[config.mk]
export PLATFORM = sky130hd
export DESIGN_NAME = backlog_pi_share_controller_top
export DESIGN_NICKNAME = d
export VERILOG_FILES = /design/src/sv/bpsc_pkg.sv /design/src/sv/bpsc_div.sv /design/src/sv/bpsc_dp.sv /design/src/sv/bpsc_ctrl.sv /design/src/sv/backlog_pi_share_controller_top.sv
export SDC_FILE = /design/constraint.sdc
export NUM_CORES = 2
export LEC_CHECK = 0
export ABC_AREA = 1
export BUFFER_PORTS_ARGS = -buffer_cell sky130_fd_sc_hd__buf_2
export CAP_MARGIN = 20
export CORE_UTILIZATION = 25
export CTS_CLUSTER_DIAMETER = 200
export DETAILED_ROUTE_END_ITERATION = 12
export MAX_ROUTING_LAYER = met4
export SYNTH_ARGS = -nofsm -noshare
export SYNTH_HDL_FRONTEND = slang
export SYNTH_SLANG_ARGS = --single-unit
[constraint.sdc]
create_clock -name clk -period 10.5 [get_ports clk]
set_input_delay 3.15 -clock clk [delete_from_list [all_inputs] [get_ports clk]]
set_output_delay 3.15 -clock clk [all_outputs]
set_load 0.02 [all_outputs]
[src/sv/bpsc_pkg.sv]
`timescale 1ns / 1ps
// ----------------------------------------------------------------------------
// bpsc_pkg
// Shared types and constants for the backlog PI share controller.
// ----------------------------------------------------------------------------
package bpsc_pkg;

  // Fraction bits of the integral accumulator
  localparam int FRAC_BITS   = 16;
  localparam int INTEG_LIMIT = 1000000;
  localparam int INTEG_W     = 20 + FRAC_BITS;
  localparam logic [INTEG_W-1:0] INTEG_MAX = INTEG_W'(INTEG_LIMIT) << FRAC_BITS;

  // Divider: dividend is |error| with FRAC_BITS zeros appended
  localparam int DVD_W      = 32 + FRAC_BITS;
  localparam int DIV_CNT_W  = $clog2(DVD_W);

  // Shared multiplier: 33-bit signed gain times a 17-bit signed chunk
  localparam int CHUNK_W = 16;
  localparam int MA_W    = 33;
  localparam int MB_W    = 3 * CHUNK_W;
  localparam int PP_W    = MA_W + CHUNK_W + 1;
  localparam int PROD_W  = MA_W + MB_W;
  localparam int SUM_W   = 66;

  // Final sum is in signed Q48.16 (64 bits), shares are its integer part
  localparam int SHARE_SHIFT = 16;

  localparam int CFG_IDX_W = 3;
  localparam logic [CFG_IDX_W-1:0] CFG_TARGET  = 3'd0;
  localparam logic [CFG_IDX_W-1:0] CFG_PROP    = 3'd1;
  localparam logic [CFG_IDX_W-1:0] CFG_INTEG   = 3'd2;
  localparam logic [CFG_IDX_W-1:0] CFG_FLOOR   = 3'd3;
  localparam logic [CFG_IDX_W-1:0] CFG_CEILING = 3'd4;

  typedef struct packed {
    logic [31:0]        target_backlog;
    logic signed [31:0] prop_gain;
    logic signed [31:0] integ_gain;
    logic [15:0]        share_floor;
    logic [15:0]        share_ceiling;
  } cfg_t;

  typedef struct packed {
    logic       load_in;
    logic       div_start;
    logic       integ_upd;
    logic       mul_issue;
    logic       mul_op;     // 0: prop_gain * error, 1: integ_gain * integral
    logic [1:0] mul_chunk;
    logic       sum_en;
    logic       load_out;
  } cmd_t;

  typedef struct packed {
    logic elapsed_zero;
    logic div_done;
  } sts_t;

endpackage

[src/sv/bpsc_div.sv]
`timescale 1ns / 1ps
// ----------------------------------------------------------------------------
// bpsc_div
// Restoring divider, one quotient bit per cycle.
// ----------------------------------------------------------------------------
module bpsc_div import bpsc_pkg::*; (
  input  logic             clk,
  input  logic             rst,
  input  logic             start,
  input  logic [DVD_W-1:0] dividend,
  input  logic [31:0]      divisor,
  output logic             done,
  output logic [DVD_W-1:0] quotient
);

  logic                 busy;
  logic [DIV_CNT_W-1:0] cnt;
  logic [31:0]          rem;
  logic [DVD_W-1:0]     quo;
  logic [32:0]          trial;
  logic [32:0]          diff;
  logic                 qbit;

  assign trial = {rem, quo[DVD_W-1]};
  assign diff  = trial - {1'b0, divisor};
  assign qbit  = (trial >= {1'b0, divisor});

  always_ff @(posedge clk) begin
    if (rst) begin
      busy <= 1'b0;
      done <= 1'b0;
      cnt  <= '0;
    end else begin
      done <= 1'b0;
      if (start) begin
        busy <= 1'b1;
        cnt  <= '0;
        rem  <= '0;
        quo  <= dividend;
      end else if (busy) begin
        rem <= qbit ? diff[31:0] : trial[31:0];
        quo <= {quo[DVD_W-2:0], qbit};
        cnt <= cnt + 1'b1;
        if (cnt == DIV_CNT_W'(DVD_W - 1)) begin
          busy <= 1'b0;
          done <= 1'b1;
        end
      end
    end
  end

  assign quotient = quo;

endmodule

[src/sv/bpsc_dp.sv]
`timescale 1ns / 1ps
// ----------------------------------------------------------------------------
// bpsc_dp
// Datapath: error, divider, integral update, shared multiplier, sum and clamp.
// ----------------------------------------------------------------------------
module bpsc_dp import bpsc_pkg::*; (
  input  logic        clk,
  input  logic        rst,
  input  cmd_t        cmd,
  output sts_t        sts,
  input  cfg_t        cfg,
  input  logic        integ_clr,
  input  logic [31:0] backlog_sample,
  input  logic [31:0] elapsed_ms,
  output logic [15:0] shares,
  output logic [35:0] integral_now
);

  logic [31:0]         elapsed;
  logic signed [32:0]  err;
  logic [32:0]         err_abs;
  logic [INTEG_W-1:0]  integ;
  logic [INTEG_W-1:0]  integ_next;
  logic [INTEG_W-1:0]  qc;
  logic [INTEG_W:0]    integ_add;
  logic                div_done;
  logic [DVD_W-1:0]    quotient;

  logic signed [MA_W-1:0]    a_op;
  logic [MB_W-1:0]           b_op;
  logic signed [CHUNK_W:0]   b_chunk;
  logic signed [PP_W-1:0]    pp;
  logic                      pp_valid;
  logic                      pp_first;
  logic                      pp_op;
  logic [1:0]                pp_chunk;
  logic signed [PROD_W-1:0]  pp_ext;
  logic signed [PROD_W-1:0]  pp_sh;
  logic signed [PROD_W-1:0]  prod;
  logic signed [PROD_W-1:0]  iterm_full;
  logic signed [SUM_W-1:0]   sum_wide;
  logic signed [63:0]        pterm;
  logic signed [63:0]        sum;
  logic signed [63:0]        sum_adj;
  logic signed [63:0]        val;
  logic signed [63:0]        floor_s;
  logic signed [63:0]        ceil_s;
  logic [15:0]               shares_next;
  logic [63:0]               integ_wide;

  // Input latch and error
  always_ff @(posedge clk) begin
    if (cmd.load_in) begin
      elapsed <= elapsed_ms;
      err     <= $signed({1'b0, backlog_sample}) - $signed({1'b0, cfg.target_backlog});
    end
  end

  assign err_abs = err[32] ? (33'd0 - 33'(err)) : 33'(err);

  bpsc_div u_div (
    .clk      (clk),
    .rst      (rst),
    .start    (cmd.div_start),
    .dividend ({err_abs[31:0], {FRAC_BITS{1'b0}}}),
    .divisor  (elapsed),
    .done     (div_done),
    .quotient (quotient)
  );

  assign sts.elapsed_zero = (elapsed == 32'd0);
  assign sts.div_done     = div_done;

  // Integral update; an oversized step saturates either way, so clip it first
  always_comb begin
    qc        = (quotient > DVD_W'(INTEG_MAX)) ? INTEG_MAX : quotient[INTEG_W-1:0];
    integ_add = {1'b0, integ} + {1'b0, qc};
    if (sts.elapsed_zero) begin
      if (err[32])
        integ_next = '0;
      else if (err != 33'sd0)
        integ_next = INTEG_MAX;
      else
        integ_next = integ;
    end else if (err[32]) begin
      integ_next = (qc >= integ) ? '0 : integ - qc;
    end else begin
      integ_next = (integ_add > {1'b0, INTEG_MAX}) ? INTEG_MAX : integ_add[INTEG_W-1:0];
    end
  end

  always_ff @(posedge clk) begin
    if (rst) begin
      integ <= '0;
    end else if (integ_clr) begin
      integ <= '0;
    end else if (cmd.integ_upd) begin
      integ <= integ_next;
    end
  end

  // Shared multiplier, one 16-bit chunk of the wide operand per beat
  always_comb begin
    a_op = cmd.mul_op ? {cfg.integ_gain[31], cfg.integ_gain}
                      : {cfg.prop_gain[31], cfg.prop_gain};
    b_op = cmd.mul_op ? MB_W'(integ) : {{(MB_W-MA_W){err[32]}}, err};
    case (cmd.mul_chunk)
      2'd0:    b_chunk = $signed({1'b0, b_op[CHUNK_W-1:0]});
      2'd1:    b_chunk = $signed({1'b0, b_op[2*CHUNK_W-1:CHUNK_W]});
      default: b_chunk = $signed({b_op[MB_W-1], b_op[MB_W-1:2*CHUNK_W]});
    endcase
  end

  always_ff @(posedge clk) begin
    if (rst) begin
      pp_valid <= 1'b0;
    end else begin
      pp_valid <= cmd.mul_issue;
    end
  end

  always_ff @(posedge clk) begin
    if (cmd.mul_issue) begin
      pp       <= a_op * b_chunk;
      pp_first <= (cmd.mul_chunk == 2'd0);
      pp_op    <= cmd.mul_op;
      pp_chunk <= cmd.mul_chunk;
    end
  end

  assign pp_ext = $signed({{(PROD_W-PP_W){pp[PP_W-1]}}, pp});

  always_comb begin
    case (pp_chunk)
      2'd0:    pp_sh = pp_ext;
      2'd1:    pp_sh = pp_ext <<< CHUNK_W;
      default: pp_sh = pp_ext <<< (2 * CHUNK_W);
    endcase
  end

  always_ff @(posedge clk) begin
    if (pp_valid) begin
      prod <= pp_first ? pp_sh : prod + pp_sh;
      // the proportional product is complete when the integral one starts
      if (pp_first && pp_op)
        pterm <= prod[63:0];
    end
  end

  // Integral term rounds toward minus infinity
  assign iterm_full = prod >>> FRAC_BITS;
  assign sum_wide   = $signed({{(SUM_W-64){pterm[63]}}, pterm}) + iterm_full[SUM_W-1:0];

  always_ff @(posedge clk) begin
    if (cmd.sum_en) begin
      if (!sum_wide[SUM_W-1] && (sum_wide[SUM_W-2:63] != '0))
        sum <= {1'b0, {63{1'b1}}};
      else if (sum_wide[SUM_W-1] && (sum_wide[SUM_W-2:63] != '1))
        sum <= {1'b1, {63{1'b0}}};
      else
        sum <= sum_wide[63:0];
    end
  end

  // Truncate toward zero, then clamp; floor wins only for values below it
  always_comb begin
    sum_adj = sum + (sum[63] ? ((64'sd1 <<< SHARE_SHIFT) - 64'sd1) : 64'sd0);
    val     = sum_adj >>> SHARE_SHIFT;
    floor_s = $signed({48'd0, cfg.share_floor});
    ceil_s  = $signed({48'd0, cfg.share_ceiling});
    if (val < floor_s)
      shares_next = cfg.share_floor;
    else if (val > ceil_s)
      shares_next = cfg.share_ceiling;
    else
      shares_next = val[15:0];
  end

  assign integ_wide = 64'(integ);

  always_ff @(posedge clk) begin
    if (cmd.load_out) begin
      shares       <= shares_next;
      integral_now <= integ_wide[35:0];
    end
  end

  assert property (@(posedge clk) disable iff (rst) integ <= INTEG_MAX)
    else $error("integral above its upper bound");

endmodule

[src/sv/bpsc_ctrl.sv]
`timescale 1ns / 1ps
// ----------------------------------------------------------------------------
// bpsc_ctrl
// Sequencer: accept, divide unless elapsed time is zero, update integral, multiply, sum, deliver.
// ----------------------------------------------------------------------------
module bpsc_ctrl import bpsc_pkg::*; (
  input  logic clk,
  input  logic rst,
  input  logic s_tvalid,
  output logic s_tready,
  output logic m_tvalid,
  input  logic m_tready,
  output cmd_t cmd,
  input  sts_t sts
);

  typedef enum logic [2:0] {
    S_IDLE,
    S_PREP,
    S_DIV,
    S_INTEG,
    S_MUL,
    S_DRAIN,
    S_SUM,
    S_FIN
  } state_t;

  state_t     state;
  logic [2:0] cnt;
  logic       out_free;

  assign s_tready = (state == S_IDLE);
  assign out_free = !m_tvalid || m_tready;

  always_comb begin
    cmd           = '0;
    cmd.load_in   = (state == S_IDLE) && s_tvalid;
    cmd.div_start = (state == S_PREP) && !sts.elapsed_zero;
    cmd.integ_upd = (state == S_INTEG);
    cmd.mul_issue = (state == S_MUL);
    cmd.mul_op    = (cnt >= 3'd3);
    cmd.mul_chunk = (cnt >= 3'd3) ? 2'(cnt - 3'd3) : cnt[1:0];
    cmd.sum_en    = (state == S_SUM);
    cmd.load_out  = (state == S_FIN) && out_free;
  end

  always_ff @(posedge clk) begin
    if (rst) begin
      state    <= S_IDLE;
      cnt      <= '0;
      m_tvalid <= 1'b0;
    end else begin
      if ((state == S_FIN) && out_free)
        m_tvalid <= 1'b1;
      else if (m_tready)
        m_tvalid <= 1'b0;
      case (state)
        S_IDLE: begin
          if (s_tvalid)
            state <= S_PREP;
        end
        S_PREP: begin
          state <= sts.elapsed_zero ? S_INTEG : S_DIV;
        end
        S_DIV: begin
          if (sts.div_done)
            state <= S_INTEG;
        end
        S_INTEG: begin
          cnt   <= '0;
          state <= S_MUL;
        end
        S_MUL: begin
          cnt <= cnt + 3'd1;
          if (cnt == 3'd5)
            state <= S_DRAIN;
        end
        S_DRAIN: begin
          state <= S_SUM;
        end
        S_SUM: begin
          state <= S_FIN;
        end
        S_FIN: begin
          if (out_free)
            state <= S_IDLE;
        end
        default: state <= S_IDLE;
      endcase
    end
  end

  assert property (@(posedge clk) disable iff (rst) cmd.load_out |-> (!m_tvalid || m_tready))
    else $error("result overwritten while waiting");

  assert property (@(posedge clk) disable iff (rst) (s_tvalid && s_tready) |=> !s_tready)
    else $error("second beat taken while busy");

  assert property (@(posedge clk) disable iff (rst) sts.div_done |-> (state == S_DIV))
    else $error("divider finished outside divide phase");

endmodule

[src/sv/backlog_pi_share_controller_top.sv]
`timescale 1ns / 1ps
// ----------------------------------------------------------------------------
// backlog_pi_share_controller_top
// PI controller turning backlog samples into clamped scheduling shares.
// ----------------------------------------------------------------------------
// Usage:
//   s_* carries one sample per beat (backlog and milliseconds since the last
//   sample); m_* returns one beat per sample with the share value and the
//   updated integral. cfg_* writes the five registers; a write of the
//   setpoint or either gain clears the integral. Write only while idle.
//   Each sample passes the restoring divider, one quotient bit per
//   cycle, then the integral update, the shared multiplier and the
//   sum; a zero elapsed time skips the divider.
//   One sample is in flight at a time; s_tready is high when idle.
//   The result sits in an output register, so a new sample is taken while
//   the previous result waits; a stalled receiver holds the next result in
//   the final step until the register is free.
//   Reset clears the integral and loads the register defaults
//   (floor 1, ceiling 1000, setpoint and gains 0).
// ----------------------------------------------------------------------------
module backlog_pi_share_controller_top import bpsc_pkg::*; (
  input  logic                 clk,
  input  logic                 rst,
  input  logic                 s_tvalid,
  output logic                 s_tready,
  input  logic [63:0]          s_tdata,   // backlog_sample[31:0], elapsed_ms[63:32]
  output logic                 m_tvalid,
  input  logic                 m_tready,
  output logic [55:0]          m_tdata,   // shares[15:0], integral_now[51:16], zero pad
  input  logic                 cfg_valid,
  output logic                 cfg_ready,
  input  logic [CFG_IDX_W-1:0] cfg_index,
  input  logic [31:0]          cfg_data
);

  cfg_t        cfg;
  cmd_t        cmd;
  sts_t        sts;
  logic        cfg_we;
  logic        integ_clr;
  logic [15:0] shares;
  logic [35:0] integral_now;

  assign cfg_ready = 1'b1;
  assign cfg_we    = cfg_valid && cfg_ready;
  assign integ_clr = cfg_we && ((cfg_index == CFG_TARGET) || (cfg_index == CFG_PROP) ||
                                (cfg_index == CFG_INTEG));

  always_ff @(posedge clk) begin
    if (rst) begin
      cfg.target_backlog <= 32'd0;
      cfg.prop_gain      <= 32'sd0;
      cfg.integ_gain     <= 32'sd0;
      cfg.share_floor    <= 16'd1;
      cfg.share_ceiling  <= 16'd1000;
    end else if (cfg_we) begin
      case (cfg_index)
        CFG_TARGET:  cfg.target_backlog <= cfg_data;
        CFG_PROP:    cfg.prop_gain      <= $signed(cfg_data);
        CFG_INTEG:   cfg.integ_gain     <= $signed(cfg_data);
        CFG_FLOOR:   cfg.share_floor    <= cfg_data[15:0];
        CFG_CEILING: cfg.share_ceiling  <= cfg_data[15:0];
        default: ;
      endcase
    end
  end

  bpsc_ctrl u_ctrl (
    .clk      (clk),
    .rst      (rst),
    .s_tvalid (s_tvalid),
    .s_tready (s_tready),
    .m_tvalid (m_tvalid),
    .m_tready (m_tready),
    .cmd      (cmd),
    .sts      (sts)
  );

  bpsc_dp u_dp (
    .clk            (clk),
    .rst            (rst),
    .cmd            (cmd),
    .sts            (sts),
    .cfg            (cfg),
    .integ_clr      (integ_clr),
    .backlog_sample (s_tdata[31:0]),
    .elapsed_ms     (s_tdata[63:32]),
    .shares         (shares),
    .integral_now   (integral_now)
  );

  assign m_tdata = {4'd0, integral_now, shares};

endmodule

Yosys cells after proc, flatten, opt, wreduce, memory -nomap -nowiden
Cells that the tools add are included.
Cells by class
  add/subtract/negate cells: 11
  $mul: 1
  div/mod/pow operators: 0
  magnitude comparators: 7
  equality and inequality tests: 21
  shift operators: 0
  multiplexer cells: 35
  bitwise operators: 2
  reductions and logical operators: 35
Operator list (count)
  2-to-1 mux 36 bit: 7
  case mux 81 bit (2 select lines): 1
  2-to-1 mux 48 bit: 3
  2-to-1 mux 32 bit: 3
  adder 81 bit: 1
  2-to-1 mux 81 bit: 1
  adder 64 x 65 -> 66 bit: 1
  adder 64 x 17 -> 64 bit: 1
  2-to-1 mux 64 bit: 1
  multiplier 33 x 17 -> 50 bit: 1
  > comparator 48 x 17 -> 1 bit: 1
  > comparator 48 x 36 -> 1 bit, second input constant: 1
  less-than comparator 48 x 17 -> 1 bit: 1
  2-to-1 mux 16 bit: 3
  adder 36 x 36 -> 37 bit: 1
  > comparator 37 x 36 -> 1 bit, second input constant: 1
  greater-or-equal comparator 36 bit: 1
  subtractor 36 bit: 1
  case mux 17 bit (2 select lines): 1
  greater-or-equal comparator 33 x 32 -> 1 bit: 1
  2-to-1 mux 33 bit: 1
  nonzero test 33 bit: 1
  subtractor 32 x 32 -> 33 bit: 1
  logical NOT 32 bit: 1
  other kinds (30): 76
Word-level totals
  register bits: 640
  bits in latches: 0
  memory bits (writable): 0
  memory bits (read-only): 0
  bits of input ports: 104
  word-level logic and storage cells: 139
  memories: 0

Logic depth before layout (Yosys ltp)
  depth after elaboration: 7
  gate-level depth with buffers: 37
  mapped depth without buffers: 36

Cells and area by module
A second synthesis with hierarchy kept.
Unflattened totals
  cell total of the unflattened synthesis: 9938
  area total of the unflattened synthesis: 70558.9 um^2
Modules (own cells, without submodules)
  bpsc_dp: times used 1, cells each 8105, area an instance 58213.3 um^2, seq. area each 12151.7 um^2
  bpsc_div: times used 1, cells each 1017, area an instance 6752.7 um^2, seq. area each 2562.5 um^2
  backlog_pi_share_controller_top: times used 1, cells each 745, area an instance 5126.2 um^2, seq. area each 2562.5 um^2
  bpsc_ctrl: times used 1, cells each 71, area an instance 466.7 um^2, seq. area each 140.1 um^2

Worst setup path after synthesis
Ideal clock, no wire load.
  kind: input port to flip-flop
  start: input port rst
  end: register u_dp.u_div.quo[0], in the netlist u_dp.u_div.quotient[0] (enable)
  setup time: 631 ps
  data arrival time: 9004 ps
  required time: 9869 ps
  setup slack: 865 ps
  stages on the path: 2
  path buffers: 1
  cells stage by stage: clkbuf_1 -> o21ai_0
Between the ends
  cells in the longest elaborated chain, start to end: 2
RTL lines
  start: declaration: RTL line backlog_pi_share_controller_top.sv:23  | input logic rst,
  NOT 1 bit (no source line)
  AND reduction 2 bit (no source line)
  end signal: assignment: RTL line bpsc_div.sv:39  | quo <= dividend;
  end signal: assignment: RTL line bpsc_div.sv:42  | quo <= {quo[DVD_W-2:0], qbit};
  end: declaration: RTL line bpsc_div.sv:19  | logic [DVD_W-1:0] quo;
Every way passes these cells.
A chain may end at the register's enable or synchronous reset.

==> results.json <==
{
  "gp_congestion": 1.02,
  "fmax_ghz": 0.101,
  "wl_per_cell_um": 19.1,
  "tns_ps": 0,
  "antenna_found_initial": 20,
  "io_buffer_count": 157,
  "drt_first_pass_iters": 6,
  "cp_slowest_stage_delay_ps": 670,
  "slew_headroom": 0.253,
  "fp.dieArea_mm2": 0.272,
  "p_per_area_mw_per_mm2": 135,
  "synth_warnings": 0,
  "outcome": "finished clean",
  "switching_share": 0.406,
  "synth_area_per_cell_um2": 7.38,
  "synth_cell_type_count": 64,
  "fp.coreArea_mm2": 0.268,
  "drv_cap": 0,
  "die_w_um": 521,
  "io_pins": 163,
  "pwr-share-comb": 0.394,
  "clock-sinks": 640,
  "yosysSeqAreaShare": 0.258,
  "synth_seq_cells": 640,
  "die_h_um": 521,
  "rsz0062_at_grt": "no",
  "grt_pass1_wl_um": 371000,
  "synth_area_leaders": "edfxtp_1 (20%), fa_1 (16%), nand2_1 (11%)",
  "path_max_fanout": 28,
  "dp_cells": 12702,
  "cts_hold_buf": 0,
  "cp_slowest_cell": "nand3_1",
  "netlist_area_mm2": 0.0674,
  "path_clk_slew_ps": 60,
  "layout-drive-gt1-share": 0.0496,
  "synth_top_area_frac": 0.205,
  "cts_resized": 0,
  "globalRouteOverflowTotal": 0,
  "drtAntennaViolNets": 0,
  "clk_latency_ps": 730,
  "path_delay_family": "adder cells",
  "final-instance-count-excl-fill": 12868,
  "async_flop_share": 0,
  "clock_power_share": 0.279,
  "critPathCaptureType": "flop",
  "fin_skew_ps": 41.6,
  "vdd_drop_max_mv": 0.125,
  "hpwl_um": 203000,
  "setup.worst_path.start_class": "flop",
  "via_count": 60954,
  "period_share": 0.940,
  "hold_class": "reg2reg",
  "area_growth_pct": 11.4,
  "wl_um": 246000,
  "clockRootBuffer": "clkbuf_16",
  "synth_edf_count": 460,
  "setup_viol": 0,
  "ys.flop_type": "edfxtp_1",
  "drt_iter0_markers": 5325,
  "cts_buffers": 81,
  "cts_buffer_depth": 3,
  "grt_usage": 0.184,
  "synth_area_leader_cell": "edfxtp_1",
  "initial_utilization": 0.252,
  "p_leak_nw": 35.0,
  "cts_max_level": 3,
  "grt_max_degree": 81,
  "cts_setup_buffers": 0,
  "slew_viol_final": 0,
  "crit_required_ps": 11050,
  "worstSetupPathType": "reg2reg",
  "ys_top_cells_by_count": "nand2_1 (1,922), inv_1 (1,744), nor2_1 (1,102)",
  "layout.nets": 10318,
  "hold_violations": 0,
  "seqPwrFrac": 0.327,
  "crit_arrival_ps": 10420,
  "drc": 0,
  "synthCells": 9137,
  "fin_crit_ps": 9870,
  "power_switching_mw": 4.12,
  "cts_tree": "done",
  "std_cell_rows": 190,
  "internal_power_mw": 6.02,
  "crit_buf_inv": 7,
  "worst_pin_slew_ps": 1110,
  "vias_per_cell": 4.74,
  "yosys.cell_count.top_type": "nand2_1",
  "grt_pass1_vias": 59623
}
cell families after synthesis:
family,after synthesis,synth area share
AO/OA/AOI/OAI,1628,0.132
XOR/XNOR,301,0.0391
adder cells (fa/ha/maj),980,0.241
buffers and inverters,1999,0.113
flip-flops,640,0.258
other,2,0.000111
AND/OR/NAND/NOR,3587,0.215
power by group through the flow:
stage | Sequential [mW] | Clock (mW) | Combinational [mW]
3_5_place_dp | 3.36 | 0 | 3.95
4_1_cts | 3.31 | 2.89 | 3.97
2_1_floorplan | 3.29 | 0 | 2.80
6_report | 3.32 | 2.83 | 4.00
3_3_place_gp | 3.36 | 0 | 3.93
5_1_grt | 3.33 | 2.98 | 4.47
path summary, 6_finish.rpt:
kind                 startpoint           to  slack (ps)  cells after the start
setup / recovery  u_ctrl.cnt[0]  u_dp.pp[47]         630                     32
hold / removal          cfg[72]      cfg[72]         450                      2
setup reg to reg  u_ctrl.cnt[0]  u_dp.pp[47]         630                     32
hold reg to reg         cfg[72]      cfg[72]         450                      2
worst min-delay path: stages (launching register included):
cell	delay (ps)
dfxtp_1	300
inv_1	50
a21oi_1	50
layout by cell type (no fill, tap or decap), drive strengths merged, types with 13 or more instances in the layout:
cell type  synthesis  routed
o22ai             31      31
a31oi            113     113
nor4              43      43
nor2            1107    1107
a21oi            673     673
inv             1751    1760
o21ai            611     611
nand2           1927    1927
nand4            105     105
xnor2            100     100
dfxtp            180     180
fa               532     532
ha               448     448
clkbuf           182     108
o21a              47      47
nand3            274     274
or2               39      39
a211oi            14      14
a21o              24      24
edfxtp           460     460
xor2             201     201
buf               57     250
o211ai            28      28
a21boi            13      13
diode              0      16
o21bai            20      20
clkinv             9      32
nor3              68      68
layout make-up:
type | count | area [µm²]
Clock inverter | 41 | 395
Inverter | 1760 | 6610
Tap cell | 3552 | 4440
Clock buffer | 108 | 2250
Fill cell | 29228 | 193000
Antenna cell | 16 | 40.0
Timing Repair Buffer | 250 | 1500
Sequential cell | 640 | 17400
Multi-Input combinational cell | 6501 | 42400
through the flow:
step | worst slack [ps] | hold slack [ps] | instance area [µm²] | utilization | power [mW]
after floorplan | 865 | 424 | 67400 | - | 6.09
after global placement | 638 | 434 | 72400 | 0.270 | 7.29
after detailed placement | 619 | 440 | 72400 | 0.270 | 7.31
after CTS | 597 | 448 | 75000 | 0.280 | 10.2
after global routing | 94.2 | 474 | 75100 | 0.280 | 10.8
final | 635 | 447 | 75100 | 0.280 | 10.1
routing by layer:
metal | share of wire | wire [µm] | track usage
met1 | 0.45 | 111000 | 0.246
met2 | 0.44 | 108000 | 0.282
met3 | 0.067 | 16600 | 0.0240
met4 | 0.041 | 9990 | 0.0713
met5 | 0 | 0 | -
sequential cells by signal, indices dropped and copies added (netlist names), 36 cells and up:
name	count
u_dp.sum	64
u_dp.pp	50
u_dp.prod	81
u_dp.u_div.quotient	48
cfg	128
u_dp.integ	36
u_dp.integral_now	36
u_dp.pterm	64
No activity file was read; power rests on OpenSTA's default activity.
